## src/fts_pkg.sv

```systemverilog
// Shared types and constants of the frame time statistics unit.
`default_nettype none
package fts_pkg;

    // input opcodes
    localparam logic OP_TICK      = 1'b0;
    localparam logic OP_SCENE_RST = 1'b1;

    // configuration register indexes
    localparam logic [1:0] CFG_MAX_DELTA  = 2'd0;
    localparam logic [1:0] CFG_TIME_SCALE = 2'd1;
    localparam logic [1:0] CFG_FPS_WINDOW = 2'd2;

    localparam logic [23:0] MAX_DELTA_RST  = 24'd100000;
    localparam logic [15:0] TIME_SCALE_RST = 16'd256;
    localparam logic [23:0] FPS_WINDOW_RST = 24'd1000000;

    localparam logic [27:0] FPS_SCALE = 28'd256000000;
    localparam logic [27:0] FPS_SAT   = 28'hFFFFFFF;
    localparam logic [23:0] CNT24_MAX = 24'hFFFFFF;

    // divider: remainder and divisor width, quotient width, bits per cycle
    localparam int DIV_REM_W  = 25;
    localparam int DIV_Q_W    = 32;
    localparam int DIV_STEPS  = 2;
    localparam int DIV_CYCLES = DIV_Q_W / DIV_STEPS;
    localparam int DIV_CNT_W  = $clog2(DIV_CYCLES);

    // delta ring length, a power of two so the mean is a shift
    localparam int RING_DEPTH = 16;
    localparam int RING_LG    = $clog2(RING_DEPTH);

    localparam int QUEUE_DEPTH = 2;

    typedef struct packed {
        logic        is_tick;
        logic [23:0] raw;
        logic [23:0] clamped;
        logic [31:0] scaled;
    } t_cmd;

    typedef struct packed {
        logic [DIV_REM_W-1:0] num_hi;
        logic [DIV_Q_W-1:0]   num_lo;
        logic [DIV_REM_W-1:0] divisor;
    } t_div_req;

endpackage
`default_nettype wire

```

## src/fts_front.sv

```systemverilog
// Front end: takes input words, classifies them, clamps and scales ticks.
`default_nettype none
module fts_front
    import fts_pkg::*;
(
    input  wire logic        i_valid,
    input  wire logic        i_opcode,
    input  wire logic [23:0] i_raw_delta_us,
    input  wire logic [23:0] i_max_delta_us,
    input  wire logic [15:0] i_time_scale,
    input  wire logic        i_q_full,
    output logic             o_stall,
    output logic             o_push,
    output t_cmd             o_cmd
);

    logic [23:0] w_clamped;
    logic [39:0] w_product;

    assign w_clamped = (i_raw_delta_us < i_max_delta_us) ? i_raw_delta_us : i_max_delta_us;
    assign w_product = 40'(w_clamped) * 40'(i_time_scale);

    assign o_stall = i_q_full;
    assign o_push  = i_valid && !i_q_full;

    always_comb begin
        o_cmd.is_tick = (i_opcode == OP_TICK);
        o_cmd.raw     = i_raw_delta_us;
        o_cmd.clamped = w_clamped;
        o_cmd.scaled  = w_product[39:8];
    end

endmodule
`default_nettype wire

```

## src/fts_queue.sv

```systemverilog
// Short command queue between the front end and the back end.
`default_nettype none
module fts_queue
    import fts_pkg::*;
(
    input  wire logic i_clk,
    input  wire logic i_rst_n,
    input  wire logic i_push,
    input  wire t_cmd i_cmd,
    input  wire logic i_pop,
    output t_cmd      o_cmd,
    output logic      o_full,
    output logic      o_empty
);

    localparam int PTR_W = $clog2(QUEUE_DEPTH);

    t_cmd             r_mem [QUEUE_DEPTH];
    logic [PTR_W-1:0] r_wr_ptr;
    logic [PTR_W-1:0] r_rd_ptr;
    logic [PTR_W:0]   r_count;

    assign o_full  = (r_count == (PTR_W+1)'(QUEUE_DEPTH));
    assign o_empty = (r_count == '0);
    assign o_cmd   = r_mem[r_rd_ptr];

    always_ff @(posedge i_clk) begin
        if (i_push) begin
            r_mem[r_wr_ptr] <= i_cmd;
        end
    end

    always_ff @(posedge i_clk) begin
        if (!i_rst_n) begin
            r_wr_ptr <= '0;
            r_rd_ptr <= '0;
            r_count  <= '0;
        end else begin
            if (i_push) begin
                r_wr_ptr <= (r_wr_ptr == PTR_W'(QUEUE_DEPTH-1)) ? '0 : r_wr_ptr + 1'b1;
            end
            if (i_pop) begin
                r_rd_ptr <= (r_rd_ptr == PTR_W'(QUEUE_DEPTH-1)) ? '0 : r_rd_ptr + 1'b1;
            end
            if (i_push && !i_pop) begin
                r_count <= r_count + 1'b1;
            end else if (i_pop && !i_push) begin
                r_count <= r_count - 1'b1;
            end
        end
    end

endmodule
`default_nettype wire

```

## src/fts_div.sv

```systemverilog
// Radix-4 restoring divider: two quotient bits a cycle, high numerator part below divisor.
`default_nettype none
module fts_div
    import fts_pkg::*;
(
    input  wire logic             i_clk,
    input  wire logic             i_rst_n,
    input  wire logic             i_start,
    input  wire t_div_req         i_req,
    output logic                  o_done,
    output logic [DIV_Q_W-1:0]    o_quot
);

    logic [DIV_REM_W-1:0] r_rem;
    logic [DIV_Q_W-1:0]   r_lo;
    logic [DIV_REM_W-1:0] r_div;
    logic [DIV_CNT_W-1:0] r_cnt;
    logic                 r_busy;
    logic                 r_done;

    logic [DIV_REM_W-1:0] n_rem;
    logic [DIV_Q_W-1:0]   n_lo;

    always_comb begin
        logic [DIV_REM_W:0]   v_sh;
        logic [DIV_REM_W-1:0] v_rem;
        logic [DIV_Q_W-1:0]   v_lo;
        logic                 v_ge;
        v_rem = r_rem;
        v_lo  = r_lo;
        for (int k = 0; k < DIV_STEPS; k++) begin
            v_sh  = {v_rem, v_lo[DIV_Q_W-1]};
            v_ge  = (v_sh >= {1'b0, r_div});
            v_rem = v_ge ? DIV_REM_W'(v_sh - {1'b0, r_div}) : DIV_REM_W'(v_sh);
            v_lo  = {v_lo[DIV_Q_W-2:0], v_ge};
        end
        n_rem = v_rem;
        n_lo  = v_lo;
    end

    always_ff @(posedge i_clk) begin
        if (i_start) begin
            r_rem <= i_req.num_hi;
            r_lo  <= i_req.num_lo;
            r_div <= i_req.divisor;
        end else if (r_busy) begin
            r_rem <= n_rem;
            r_lo  <= n_lo;
        end
    end

    always_ff @(posedge i_clk) begin
        if (!i_rst_n) begin
            r_cnt  <= '0;
            r_busy <= 1'b0;
            r_done <= 1'b0;
        end else begin
            r_done <= 1'b0;
            if (i_start) begin
                r_cnt  <= '0;
                r_busy <= 1'b1;
            end else if (r_busy) begin
                r_cnt <= r_cnt + 1'b1;
                if (r_cnt == DIV_CNT_W'(DIV_CYCLES-1)) begin
                    r_busy <= 1'b0;
                    r_done <= 1'b1;
                end
            end
        end
    end

    assign o_done = r_done;
    assign o_quot = r_lo;

endmodule
`default_nettype wire

```

## src/fts_back.sv

```systemverilog
// Back end: accumulators, delta ring, moving average and FPS window.
`default_nettype none
module fts_back
    import fts_pkg::*;
(
    input  wire logic        i_clk,
    input  wire logic        i_rst_n,
    input  wire logic        i_q_empty,
    input  wire t_cmd        i_cmd,
    output logic             o_pop,
    input  wire logic [23:0] i_fps_window_us,
    input  wire logic        i_stall,
    output logic             o_valid,
    output logic [23:0]      o_unscaled_delta_us,
    output logic [31:0]      o_scaled_delta_us,
    output logic [47:0]      o_game_time_us,
    output logic [47:0]      o_scene_time_us,
    output logic [47:0]      o_realtime_us,
    output logic [31:0]      o_smooth_delta_us,
    output logic [31:0]      o_frame_number,
    output logic [27:0]      o_fps_value,
    output logic             o_fps_updated
);

    localparam int PW   = (RING_DEPTH > 1) ? RING_LG : 1;
    localparam int RS_W = 32 + RING_LG;

    localparam logic [2:0] S_IDLE     = 3'd0;
    localparam logic [2:0] S_RING     = 3'd1;
    localparam logic [2:0] S_FPS_MUL  = 3'd2;
    localparam logic [2:0] S_FPS_CHK  = 3'd3;
    localparam logic [2:0] S_FPS_WAIT = 3'd4;

    logic [2:0]            r_state;
    logic [31:0]           r_ring [RING_DEPTH];
    logic [RING_DEPTH-1:0] r_ring_vld;
    logic [31:0]           r_rd_data;
    logic                  r_rd_vld;
    logic [PW-1:0]         r_pos;
    logic [RS_W-1:0]       r_ring_sum;
    logic [47:0]           r_game;
    logic [47:0]           r_scene;
    logic [47:0]           r_real;
    logic [31:0]           r_frames;
    logic [23:0]           r_win_frames;
    logic [24:0]           r_win_elapsed;
    logic [27:0]           r_last_fps;
    logic [51:0]           r_fps_num;
    logic [31:0]           r_cur_scaled;
    logic [23:0]           r_out_unscaled;
    logic [31:0]           r_out_scaled;
    logic                  r_out_updated;
    logic                  r_out_valid;

    logic                  w_out_free;
    logic [23:0]           w_win;
    logic [31:0]           w_old;
    logic                  w_div_start;
    t_div_req              w_div_req;
    logic                  w_div_done;
    logic [DIV_Q_W-1:0]    w_div_quot;

    assign w_out_free = !r_out_valid || !i_stall;
    assign o_pop      = (r_state == S_IDLE) && !i_q_empty && w_out_free;
    assign w_win      = (i_fps_window_us == '0) ? 24'd1 : i_fps_window_us;
    assign w_old      = r_rd_vld ? r_rd_data : 32'd0;

    always_comb begin
        w_div_start = 1'b0;
        w_div_req   = '0;
        if (r_state == S_FPS_CHK) begin
            w_div_start       = (DIV_REM_W'(r_fps_num[51:28]) < r_win_elapsed);
            w_div_req.num_hi  = DIV_REM_W'(r_fps_num[51:32]);
            w_div_req.num_lo  = r_fps_num[31:0];
            w_div_req.divisor = r_win_elapsed;
        end
    end

    fts_div u_div (
        .i_clk   (i_clk),
        .i_rst_n (i_rst_n),
        .i_start (w_div_start),
        .i_req   (w_div_req),
        .o_done  (w_div_done),
        .o_quot  (w_div_quot)
    );

    // ring storage: one registered read at the write position
    always_ff @(posedge i_clk) begin
        r_rd_data <= r_ring[r_pos];
        if (r_state == S_RING) begin
            r_ring[r_pos] <= r_cur_scaled;
        end
    end

    always_ff @(posedge i_clk) begin
        if (!i_rst_n) begin
            r_state        <= S_IDLE;
            r_ring_vld     <= '0;
            r_rd_vld       <= 1'b0;
            r_pos          <= '0;
            r_ring_sum     <= '0;
            r_game         <= '0;
            r_scene        <= '0;
            r_real         <= '0;
            r_frames       <= '0;
            r_win_frames   <= '0;
            r_win_elapsed  <= '0;
            r_last_fps     <= '0;
            r_fps_num      <= '0;
            r_cur_scaled   <= '0;
            r_out_unscaled <= '0;
            r_out_scaled   <= '0;
            r_out_updated  <= 1'b0;
            r_out_valid    <= 1'b0;
        end else begin
            r_rd_vld <= r_ring_vld[r_pos];
            if (r_out_valid && !i_stall) begin
                r_out_valid <= 1'b0;
            end
            case (r_state)
                S_IDLE: begin
                    if (o_pop) begin
                        if (i_cmd.is_tick) begin
                            r_real         <= r_real + 48'(i_cmd.raw);
                            r_game         <= r_game + 48'(i_cmd.scaled);
                            r_scene        <= r_scene + 48'(i_cmd.scaled);
                            r_frames       <= r_frames + 32'd1;
                            if (r_win_frames != CNT24_MAX) begin
                                r_win_frames <= r_win_frames + 24'd1;
                            end
                            r_win_elapsed  <= r_win_elapsed + 25'(i_cmd.clamped);
                            r_cur_scaled   <= i_cmd.scaled;
                            r_out_unscaled <= i_cmd.clamped;
                            r_out_scaled   <= i_cmd.scaled;
                            r_state        <= S_RING;
                        end else begin
                            // scene reset: answer at once with current state
                            r_scene        <= '0;
                            r_out_unscaled <= '0;
                            r_out_scaled   <= '0;
                            r_out_updated  <= 1'b0;
                            r_out_valid    <= 1'b1;
                        end
                    end
                end
                S_RING: begin
                    r_ring_sum        <= r_ring_sum - RS_W'(w_old) + RS_W'(r_cur_scaled);
                    r_ring_vld[r_pos] <= 1'b1;
                    r_pos <= (r_pos == PW'(RING_DEPTH-1)) ? '0 : r_pos + 1'b1;
                    if (r_win_elapsed >= 25'(w_win)) begin
                        r_state <= S_FPS_MUL;
                    end else begin
                        r_out_updated <= 1'b0;
                        r_out_valid   <= 1'b1;
                        r_state       <= S_IDLE;
                    end
                end
                S_FPS_MUL: begin
                    r_fps_num <= 52'(r_win_frames) * 52'(FPS_SCALE);
                    r_state   <= S_FPS_CHK;
                end
                S_FPS_CHK: begin
                    // quotient of 2^28 or more saturates without dividing
                    if (!w_div_start) begin
                        r_last_fps    <= FPS_SAT;
                        r_win_frames  <= '0;
                        r_win_elapsed <= '0;
                        r_out_updated <= 1'b1;
                        r_out_valid   <= 1'b1;
                        r_state       <= S_IDLE;
                    end else begin
                        r_state <= S_FPS_WAIT;
                    end
                end
                S_FPS_WAIT: begin
                    if (w_div_done) begin
                        r_last_fps    <= w_div_quot[27:0];
                        r_win_frames  <= '0;
                        r_win_elapsed <= '0;
                        r_out_updated <= 1'b1;
                        r_out_valid   <= 1'b1;
                        r_state       <= S_IDLE;
                    end
                end
                default: begin
                    r_state <= S_IDLE;
                end
            endcase
        end
    end

    // state stays still while a result waits, so it drives the outputs directly
    assign o_valid             = r_out_valid;
    assign o_unscaled_delta_us = r_out_unscaled;
    assign o_scaled_delta_us   = r_out_scaled;
    assign o_game_time_us      = r_game;
    assign o_scene_time_us     = r_scene;
    assign o_realtime_us       = r_real;
    // mean of the ring: drop the low bits of the sum
    assign o_smooth_delta_us   = r_ring_sum[RS_W-1:RING_LG];
    assign o_frame_number      = r_frames;
    assign o_fps_value         = r_last_fps;
    assign o_fps_updated       = r_out_updated;

endmodule
`default_nettype wire

```

## src/frame_time_statistics_unit.sv

```systemverilog
// Top level of the frame time statistics unit: config registers, front, queue, back.
//
//  channel   direction  handshake                 word
//  input     in         i_valid / o_stall         i_opcode, i_raw_delta_us
//  result    out        o_valid / i_stall         o_unscaled_delta_us .. o_fps_updated
//  config    in         i_cfg_valid / o_cfg_ready i_cfg_index, i_cfg_data
//
// A scene reset word is answered from the idle state, a plain tick after the ring state.
// A tick that closes an FPS window also passes the FPS multiply and check states and waits
// for the FPS value from the two-bit-per-cycle divider; when the quotient would pass 28
// bits it saturates without dividing and the word leaves from the check state. Reset is
// synchronous and active low, clears control state, loads config defaults; the two-entry queue
// keeps accepting words while a result is stalled at the output and stalls input when full.
`default_nettype none
module frame_time_statistics_unit
    import fts_pkg::*;
(
    input  wire logic        i_clk,
    input  wire logic        i_rst_n,
    input  wire logic        i_valid,
    output logic             o_stall,
    input  wire logic        i_opcode,
    input  wire logic [23:0] i_raw_delta_us,
    output logic             o_valid,
    input  wire logic        i_stall,
    output logic [23:0]      o_unscaled_delta_us,
    output logic [31:0]      o_scaled_delta_us,
    output logic [47:0]      o_game_time_us,
    output logic [47:0]      o_scene_time_us,
    output logic [47:0]      o_realtime_us,
    output logic [31:0]      o_smooth_delta_us,
    output logic [31:0]      o_frame_number,
    output logic [27:0]      o_fps_value,
    output logic             o_fps_updated,
    input  wire logic        i_cfg_valid,
    output logic             o_cfg_ready,
    input  wire logic [1:0]  i_cfg_index,
    input  wire logic [23:0] i_cfg_data
);

    logic [23:0] r_max_delta;
    logic [15:0] r_time_scale;
    logic [23:0] r_fps_window;

    logic        w_push;
    logic        w_pop;
    logic        w_full;
    logic        w_empty;
    t_cmd        w_front_cmd;
    t_cmd        w_back_cmd;

    assign o_cfg_ready = 1'b1;

    always_ff @(posedge i_clk) begin
        if (!i_rst_n) begin
            r_max_delta  <= MAX_DELTA_RST;
            r_time_scale <= TIME_SCALE_RST;
            r_fps_window <= FPS_WINDOW_RST;
        end else if (i_cfg_valid && o_cfg_ready) begin
            case (i_cfg_index)
                CFG_MAX_DELTA:  r_max_delta  <= i_cfg_data;
                CFG_TIME_SCALE: r_time_scale <= i_cfg_data[15:0];
                CFG_FPS_WINDOW: r_fps_window <= i_cfg_data;
                default: begin
                    // drop writes beyond the register list
                end
            endcase
        end
    end

    fts_front u_front (
        .i_valid        (i_valid),
        .i_opcode       (i_opcode),
        .i_raw_delta_us (i_raw_delta_us),
        .i_max_delta_us (r_max_delta),
        .i_time_scale   (r_time_scale),
        .i_q_full       (w_full),
        .o_stall        (o_stall),
        .o_push         (w_push),
        .o_cmd          (w_front_cmd)
    );

    fts_queue u_queue (
        .i_clk   (i_clk),
        .i_rst_n (i_rst_n),
        .i_push  (w_push),
        .i_cmd   (w_front_cmd),
        .i_pop   (w_pop),
        .o_cmd   (w_back_cmd),
        .o_full  (w_full),
        .o_empty (w_empty)
    );

    fts_back u_back (
        .i_clk               (i_clk),
        .i_rst_n             (i_rst_n),
        .i_q_empty           (w_empty),
        .i_cmd               (w_back_cmd),
        .o_pop               (w_pop),
        .i_fps_window_us     (r_fps_window),
        .i_stall             (i_stall),
        .o_valid             (o_valid),
        .o_unscaled_delta_us (o_unscaled_delta_us),
        .o_scaled_delta_us   (o_scaled_delta_us),
        .o_game_time_us      (o_game_time_us),
        .o_scene_time_us     (o_scene_time_us),
        .o_realtime_us       (o_realtime_us),
        .o_smooth_delta_us   (o_smooth_delta_us),
        .o_frame_number      (o_frame_number),
        .o_fps_value         (o_fps_value),
        .o_fps_updated       (o_fps_updated)
    );

endmodule
`default_nettype wire
```

## config.mk

```make
export PLATFORM = sky130hd
export DESIGN_NAME = frame_time_statistics_unit
export DESIGN_NICKNAME = d
export VERILOG_FILES = /design/src/fts_pkg.sv /design/src/fts_front.sv /design/src/fts_queue.sv /design/src/fts_div.sv /design/src/fts_back.sv /design/src/frame_time_statistics_unit.sv
export SDC_FILE = /design/constraint.sdc
export NUM_CORES = 2
export LEC_CHECK = 0
export ABC_CLOCK_PERIOD_IN_PS = 10150
export CAP_MARGIN = 20
export CORE_MARGIN = 2
export CORE_UTILIZATION = 65
export DETAILED_ROUTE_END_ITERATION = 10
export DONT_BUFFER_PORTS = 1
export PLACE_DENSITY = 0.84
export SLEW_MARGIN = 10
export SYNTH_ARGS = -nofsm -noshare
export SYNTH_HDL_FRONTEND = slang
export SYNTH_SLANG_ARGS = --single-unit
export TNS_END_PERCENT = 20
```

## constraint.sdc

```tcl
create_clock -name i_clk -period 10.15 [get_ports i_clk]
set_clock_uncertainty 0.2 [all_clocks]
set_input_delay 1.015 -clock i_clk [delete_from_list [all_inputs] [get_ports i_clk]]
set_output_delay 1.015 -clock i_clk [all_outputs]
set_load 0.02 [all_outputs]
```

# Word level (Yosys, flattened, before mapping)
# Memories as Yosys holds them, arrays and structs flattened. A register that Yosys moved wholly into a read port is not among the register bits.
# Cells that the tools add are included.
[op_classes]
n_addsub = 16
multipliers = 2
magnitude_cmp = 7
eq_ne = 17
muxes = 66
bitwise = 4
n_reduce_logical = 35
[op_table]
columns = ["cell", "count"]
rows = [
  ["25-bit 2-to-1 mux", 8],
  ["24-bit 2-to-1 mux", 8],
  ["32-bit 2-to-1 mux", 4],
  ["48-bit by 32-bit adder with 48-bit output", 2],
  ["77-bit 2-to-1 mux", 1],
  ["25-bit case mux with 3 select lines", 1],
  ["24-bit case mux with 3 select lines", 1],
  ["28-bit 2-to-1 mux", 2],
  ["28-bit case mux with 2 select lines", 1],
  ["26-bit by 25-bit greater-or-equal comparator with 1-bit output", 2],
  ["25-bit subtractor", 2],
  ["48-bit by 24-bit adder with 48-bit output", 1],
  ["48-bit 2-to-1 mux", 1],
  ["24-bit by 16-bit multiplier with 40-bit output", 1],
  ["24-bit by 14-bit multiplier with 38-bit output (second input constant)", 1],
  ["36-bit by 32-bit adder with 36-bit output", 1],
  ["36-bit by 32-bit subtractor with 36-bit output", 1],
  ["32-bit by 1-bit adder with 32-bit output (second input constant)", 1],
  ["1-bit 2-to-1 mux", 26],
  ["25-bit by 24-bit adder with 25-bit output", 1],
  ["25-bit by 24-bit greater-or-equal comparator with 1-bit output", 1],
  ["24-bit by 25-bit < comparator with 1-bit output", 1],
  ["24-bit by 1-bit adder with 24-bit output (second input constant)", 1],
  ["24-bit zero test", 1],
  ["other kinds (39)", 77],
]
[word_totals]
ff_bits = 597
ramBits = 674
in_bits = 56
out_inout_bits = 296
elab_cells = 179
n_memories = 2
[memory_table]
columns = ["memory", "words", "word_bits", "rd", "rd_clocked_by_memory_dff", "write_ports", "line_no", "source"]
rows = [
  ["u_back.r_ring", 16, 32, 1, 1, 1, "fts_back.sv:35", "logic [31:0] r_ring [RING_DEPTH];"],
  ["u_queue.r_mem", 2, 81, 1, 1, 1, "fts_queue.sv:18", "t_cmd r_mem [QUEUE_DEPTH];"],
]

# Longest topological paths before layout
[depth]
word_depth = 7
mapped_depth = 37
depth_no_buf = 35

# By module
# A second synthesis with hierarchy kept.
[hier_totals]
hier_cells = 7531
hier_area_um2 = 80966.4
[by_module_without_submodules]
columns = ["mod", "n_inst", "cells_each", "area_each_um2", "seq_area_each_um2"]
rows = [
  ["fts_back", 1, 4737, 52338.9, 24843.8],
  ["fts_front", 1, 1590, 13369.1, 0.0],
  ["fts_div", 1, 675, 6592.6, 2582.5],
  ["fts_queue", 1, 274, 6093.3, 4964.8],
  ["frame_time_statistics_unit", 1, 255, 2572.5, 1281.2],
]

# Worst setup path before layout
# Ideal clock, no wire load.
[synth_timing]
path_kind = "input -> register"
startpoint = "input port i_raw_delta_us[2]"
endpoint = "memory u_queue.r_mem[0][20] (netlist bit) (data pin)"
setup_time_ns = 0.266
arrival_time_ns = 8.759
required_time_ns = 9.684
setup_slack_ns = 0.925
cell_stages = 33
path_buffers = 3
cell_sequence = "ha_1 -> a211o_1 -> a31oi_1 -> nor4_1 -> o2111a_1 -> nor2_1 -> clkbuf_1 -> buf_1 -> nand2_1 -> o21ai_1 -> clkbuf_1 -> nand2_1 -> fa_1 -> fa_1 -> fa_1 -> fa_1 -> inv_1 -> fa_1 -> inv_1 -> fa_1 -> inv_1 -> ha_1 -> a21o_1 -> a21oi_1 -> o21ai_0 -> and3_1 -> o31ai_2 -> a21oi_1 -> a211oi_2 -> o21ai_1 -> a221oi_1 -> o21bai_1 -> xor2_1"
[synth_rtl]
columns = ["item", "line_no", "source"]
rows = [
  ["start, declared", "frame_time_statistics_unit.sv:23", "input wire logic [23:0] i_raw_delta_us,"],
  ["end, declared", "fts_queue.sv:18", ""],
]

==> summary.md <==
| Metric | Value |
|---|---|
| Headroom to the max-slew limit | `17.3%` |
| Synthesized area divided by synthesized cell count | `10.9 µm²` |
| Initial DRC count | `6,420` |
| Buffer type at the clock tree root | `sky130_fd_sc_hd__clkbuf_16` |
| Remaining global-route overflow | `0` |
| Number of sinks driven by the clock tree | `1,304` |
| Clock Path Buffers | `3` |
| Upper clock frequency limit | `105 MHz` |
| Setup repair after global routing missed its margin | `no` |
| Lkg Pwr | `34.6 nW` |
| Number of rows in the core area | `127` |
| Final instance count without filler cells | `8,791` |
| DP HPWL | `151 mm` |
| Kind of end point of the critical path | `flop` |
| Post-layout total power | `20.0 mW` |
| Number of enable-type register cells in the synthesized netlist | `756` |
| Width of the die | `350 µm` |
| Number of nets with antenna violations after detailed routing | `0` |
| Critical register-to-register path endpoint | `u_queue.r_mem[1][29]$_DFFE_PP_` |
| Cell mode on critical path | `sky130_fd_sc_hd__fa_1` |
| Area share of the largest cell type after synthesis | `29.1%` |
| Run status | `finished, final reports clean` |
| Reg2Reg Setup Slack | `640 ps` |
| Standard cell with the maximum stage delay on the critical path | `sky130_fd_sc_hd__o21ai_1` |
| Placement-stage worst setup slack | `416 ps` |
| Floorplan Core Area | `119,000 µm²` |
| Vias in the first global route | `57,446` |
| Final count of pins violating max slew | `0` |
| Final WL | `223 mm` |
| RD Place Congestion | `0.961` |
| Die ar. | `123,000 µm²` |
| Total of hold buffers inserted after clock tree synthesis | `0` |
| Number of setup violations in the final report | `0` |
| Number of setup buffers added after CTS | `0` |
| Total GRT Usage | `36.6%` |
| Met2 usage in global routing | `57.4%` |
| Via/cell ratio | `6.44` |
| Hold violation total from the final report | `0` |
| Destination of the worst hold path | `u_queue.r_mem[1][71]$_DFFE_PP_` |
| Global-route wire length before repair | `339 mm` |
| Post-CTS resize count | `0` |
| Die extent in y | `350 µm` |
| Largest net degree at the start of global routing | `114` |
| Final worst hold slack | `107 ps` |
| DRC viols | `0` |
| Cell count of the worst hold path | `0` |
| Number of placed I/O pins | `352` |
| Number of register bits inferred by synthesis | `1,304` |
| Startpoint-to-endpoint class of the critical path | `flop to flop` |
| Final setup margin | `641 ps` |
| Fraction of registers with async set or reset after synthesis | `0%` |
| Crit share post-route | `93.7%` |
| Post-synth top flop | `sky130_fd_sc_hd__edfxtp_1` |
| Maximum Capacitance Violations | `0` |
| Post-Synthesis Cell Area | `77,900 µm²` |
| Number of instances in the placed design | `8,535` |
| Antenna violations before repair | `3` |
| H-Tree Depth | `4` |
| DR WL/cell | `25.4 µm` |
| Distinct cells, synth | `97` |
| Share of the yosys chip area belonging to registers | `43.2%` |
| Number of buffers created by CTS | `135` |
| Layout-stage area growth over the synthesis result | `8.18%` |
| Fraction of final layout cells sized beyond drive strength 1 | `9.41%` |
| Met1 track demand over resource | `44.5%` |
| Effective utilization at floorplan | `65.2%` |
| Vias after detailed routing | `56,584` |
| Synth area leaders | `sky130_fd_sc_hd__edfxtp_1 29%, sky130_fd_sc_hd__dfxtp_1 14%, sky130_fd_sc_hd__fa_1 11%` |
| Post-Syn Instances | `7,155` |
| Clk slew on worst S/H paths | `60 ps` |
| Port Buf Inserts | `0` |
| Worst reg2reg startpoint | `r_max_delta[1]$_SDFFE_PN0P_` |
| CP Max Fanout | `22` |
| R2r worst-path depth | `31` |
| Number of detailed-route iterations in the first pass | `8` |
| Largest stage delay on the critical path | `780 ps` |
| CTS tree | `built` |
| Total Nets Final | `8,095` |
| Final Critical Period | `9510 ps` |
| Power density over the cells | `238 nW/µm²` |
| Peak ir drop on the vdd network | `270 µV` |
| Min-Delay Startpoint | `i_raw_delta_us[15]` |
| Ys Warns | `0` |
| Required @ worst endpoint | `10,600 ps` |
| Summed negative setup slack over all endpoints | `0 ps` |
| Met3 Usage GRT | `12.4%` |
| Kind of path behind the tightest hold check | `input pin to flop` |
| Clock latency on the worst-skew pair | `810 ps` |
| Actual slew at the worst max-slew pin | `1240 ps` |
| Element type at the critical path start | `flop` |
| Largest area contributor in the netlist | `sky130_fd_sc_hd__edfxtp_1` |
| Post-Synthesis Net Count | `8,184` |
| Grt peak-use layer | `met2` |
| Worst endpoint data arrival time | `9960 ps` |
## cell type report
type / count / area [µm²]
Clock buffer: 183 / 3880
Antenna cell: 2 / 5.00
Tap cell: 1612 / 2020
Clock inverter: 65 / 833
Fill cell: 7988 / 35200
Multi-Input combinational cell: 4771 / 40200
Sequential cell: 1304 / 33700
Timing Repair Buffer: 100 / 813
Inverter: 754 / 2840
## report_power, final
part | total, mW | switching (mW) | internal, mW
combinational | 7.45 | 4.60 | 2.86
sequential | 7.31 | 1.00 | 6.31
clock | 5.27 | 2.24 | 3.03
## through the flow
stage                     util (%)  instance area, µm²
final                         70.5               84300
after global routing          70.5               84300
after CTS                     70.5               84200
after detailed placement      66.5               79500
after global placement        66.5               79500
after floorplan                  -               77900
## registers in the layout (all words and copies together), names as in the netlist, 16 cells and up, named ones only
signal / flops
u_back.r_ring: 512
u_queue.r_mem: 162
u_back.o_game_time_us: 48
u_back.o_realtime_us: 48
u_back.o_scene_time_us: 48
u_back.r_fps_num: 38
u_back.r_ring_sum: 36
u_back.o_frame_number: 32
u_back.o_scaled_delta_us: 32
u_back.r_cur_scaled: 32
u_back.r_rd_data: 32
u_back.u_div.o_quot: 32
u_back.o_fps_value: 28
u_back.r_win_elapsed: 25
u_back.u_div.r_div: 25
u_back.u_div.r_rem: 25
r_fps_window: 24
r_max_delta: 24
u_back.o_unscaled_delta_us: 24
u_back.r_win_frames: 24
r_time_scale: 16
u_back.r_ring_vld: 16
## cells by family after synthesis
family | share of synthesized area [%]
xor+xnor | 3.60
fa+ha+maj | 19.8
flops | 43.2
other cells | 0.00481
compound gates | 9.79
buf+inv | 5.41
simple gates | 11.7
mux | 6.47
## Yosys cell counts, types with 40 or more instances
library cell,count
sky130_fd_sc_hd__nor2_1,384
sky130_fd_sc_hd__and3_1,61
sky130_fd_sc_hd__mux2_2,90
sky130_fd_sc_hd__a21o_1,143
sky130_fd_sc_hd__o21ai_1,40
sky130_fd_sc_hd__dfxtp_1,548
sky130_fd_sc_hd__edfxtp_1,756
sky130_fd_sc_hd__ha_1,535
sky130_fd_sc_hd__nand2_1,898
sky130_fd_sc_hd__clkbuf_1,241
sky130_fd_sc_hd__inv_1,754
sky130_fd_sc_hd__a21oi_1,480
sky130_fd_sc_hd__o21bai_1,43
sky130_fd_sc_hd__nand3_1,107
sky130_fd_sc_hd__mux4_2,165
sky130_fd_sc_hd__or3_1,47
sky130_fd_sc_hd__xnor2_1,192
sky130_fd_sc_hd__o21ai_0,167
sky130_fd_sc_hd__xor2_1,128
sky130_fd_sc_hd__nand4_1,57
sky130_fd_sc_hd__and2_1,232
sky130_fd_sc_hd__nor3_1,53
sky130_fd_sc_hd__fa_1,438
sky130_fd_sc_hd__a31oi_1,46
## worst max path at each step
stage                     cells past startpoint                        start                        endpoint  slack (ps)
after global placement                       30            i_raw_delta_us[2]  u_queue.r_mem[0][29]$_DFFE_PP_         520
after detailed placement                     31            i_raw_delta_us[2]  u_queue.r_mem[0][31]$_DFFE_PP_         420
final                                        31  r_max_delta[1]$_SDFFE_PN0P_  u_queue.r_mem[1][29]$_DFFE_PP_         640
after CTS                                    31  r_max_delta[1]$_SDFFE_PN0P_  u_queue.r_mem[0][31]$_DFFE_PP_         830
after floorplan                              33            i_raw_delta_us[2]  u_queue.r_mem[0][20]$_DFFE_PP_         920
after global routing                         31  r_max_delta[1]$_SDFFE_PN0P_  u_queue.r_mem[0][31]$_DFFE_PP_         200
## routing by layer
metal  vias up  share of wire (%)
met1     27554                 35
met4         2                6.6
met2      3571                 46
met5         -             0.0054
met3       948                 12
li1      24509                  -
## cells in the final DEF (no fill, tap or decap), drive strengths merged, types with 54 or more instances in the layout
| cell type | count |
|---|---|
| nor3 | 54 |
| nor2 | 385 |
| clkbuf | 183 |
| fa | 438 |
| nand3 | 107 |
| xnor2 | 192 |
| xor2 | 128 |
| mux2 | 91 |
| a21oi | 482 |
| and2 | 237 |
| dfxtp | 548 |
| inv | 759 |
| mux4 | 165 |
| buf | 100 |
| a21o | 143 |
| ha | 535 |
| and3 | 61 |
| nand2 | 899 |
| edfxtp | 756 |
| nand4 | 58 |
| o21ai | 208 |
## critical path: cells and delay by family, from the launching register on
kind / cells / cell delay, ps
simple gates: 5 / 860
flops: 1 / 500
buf+inv: 6 / 830
fa+ha+maj: 8 / 3680
compound gates: 12 / 3280
Power figures use the tool's default switching activity.
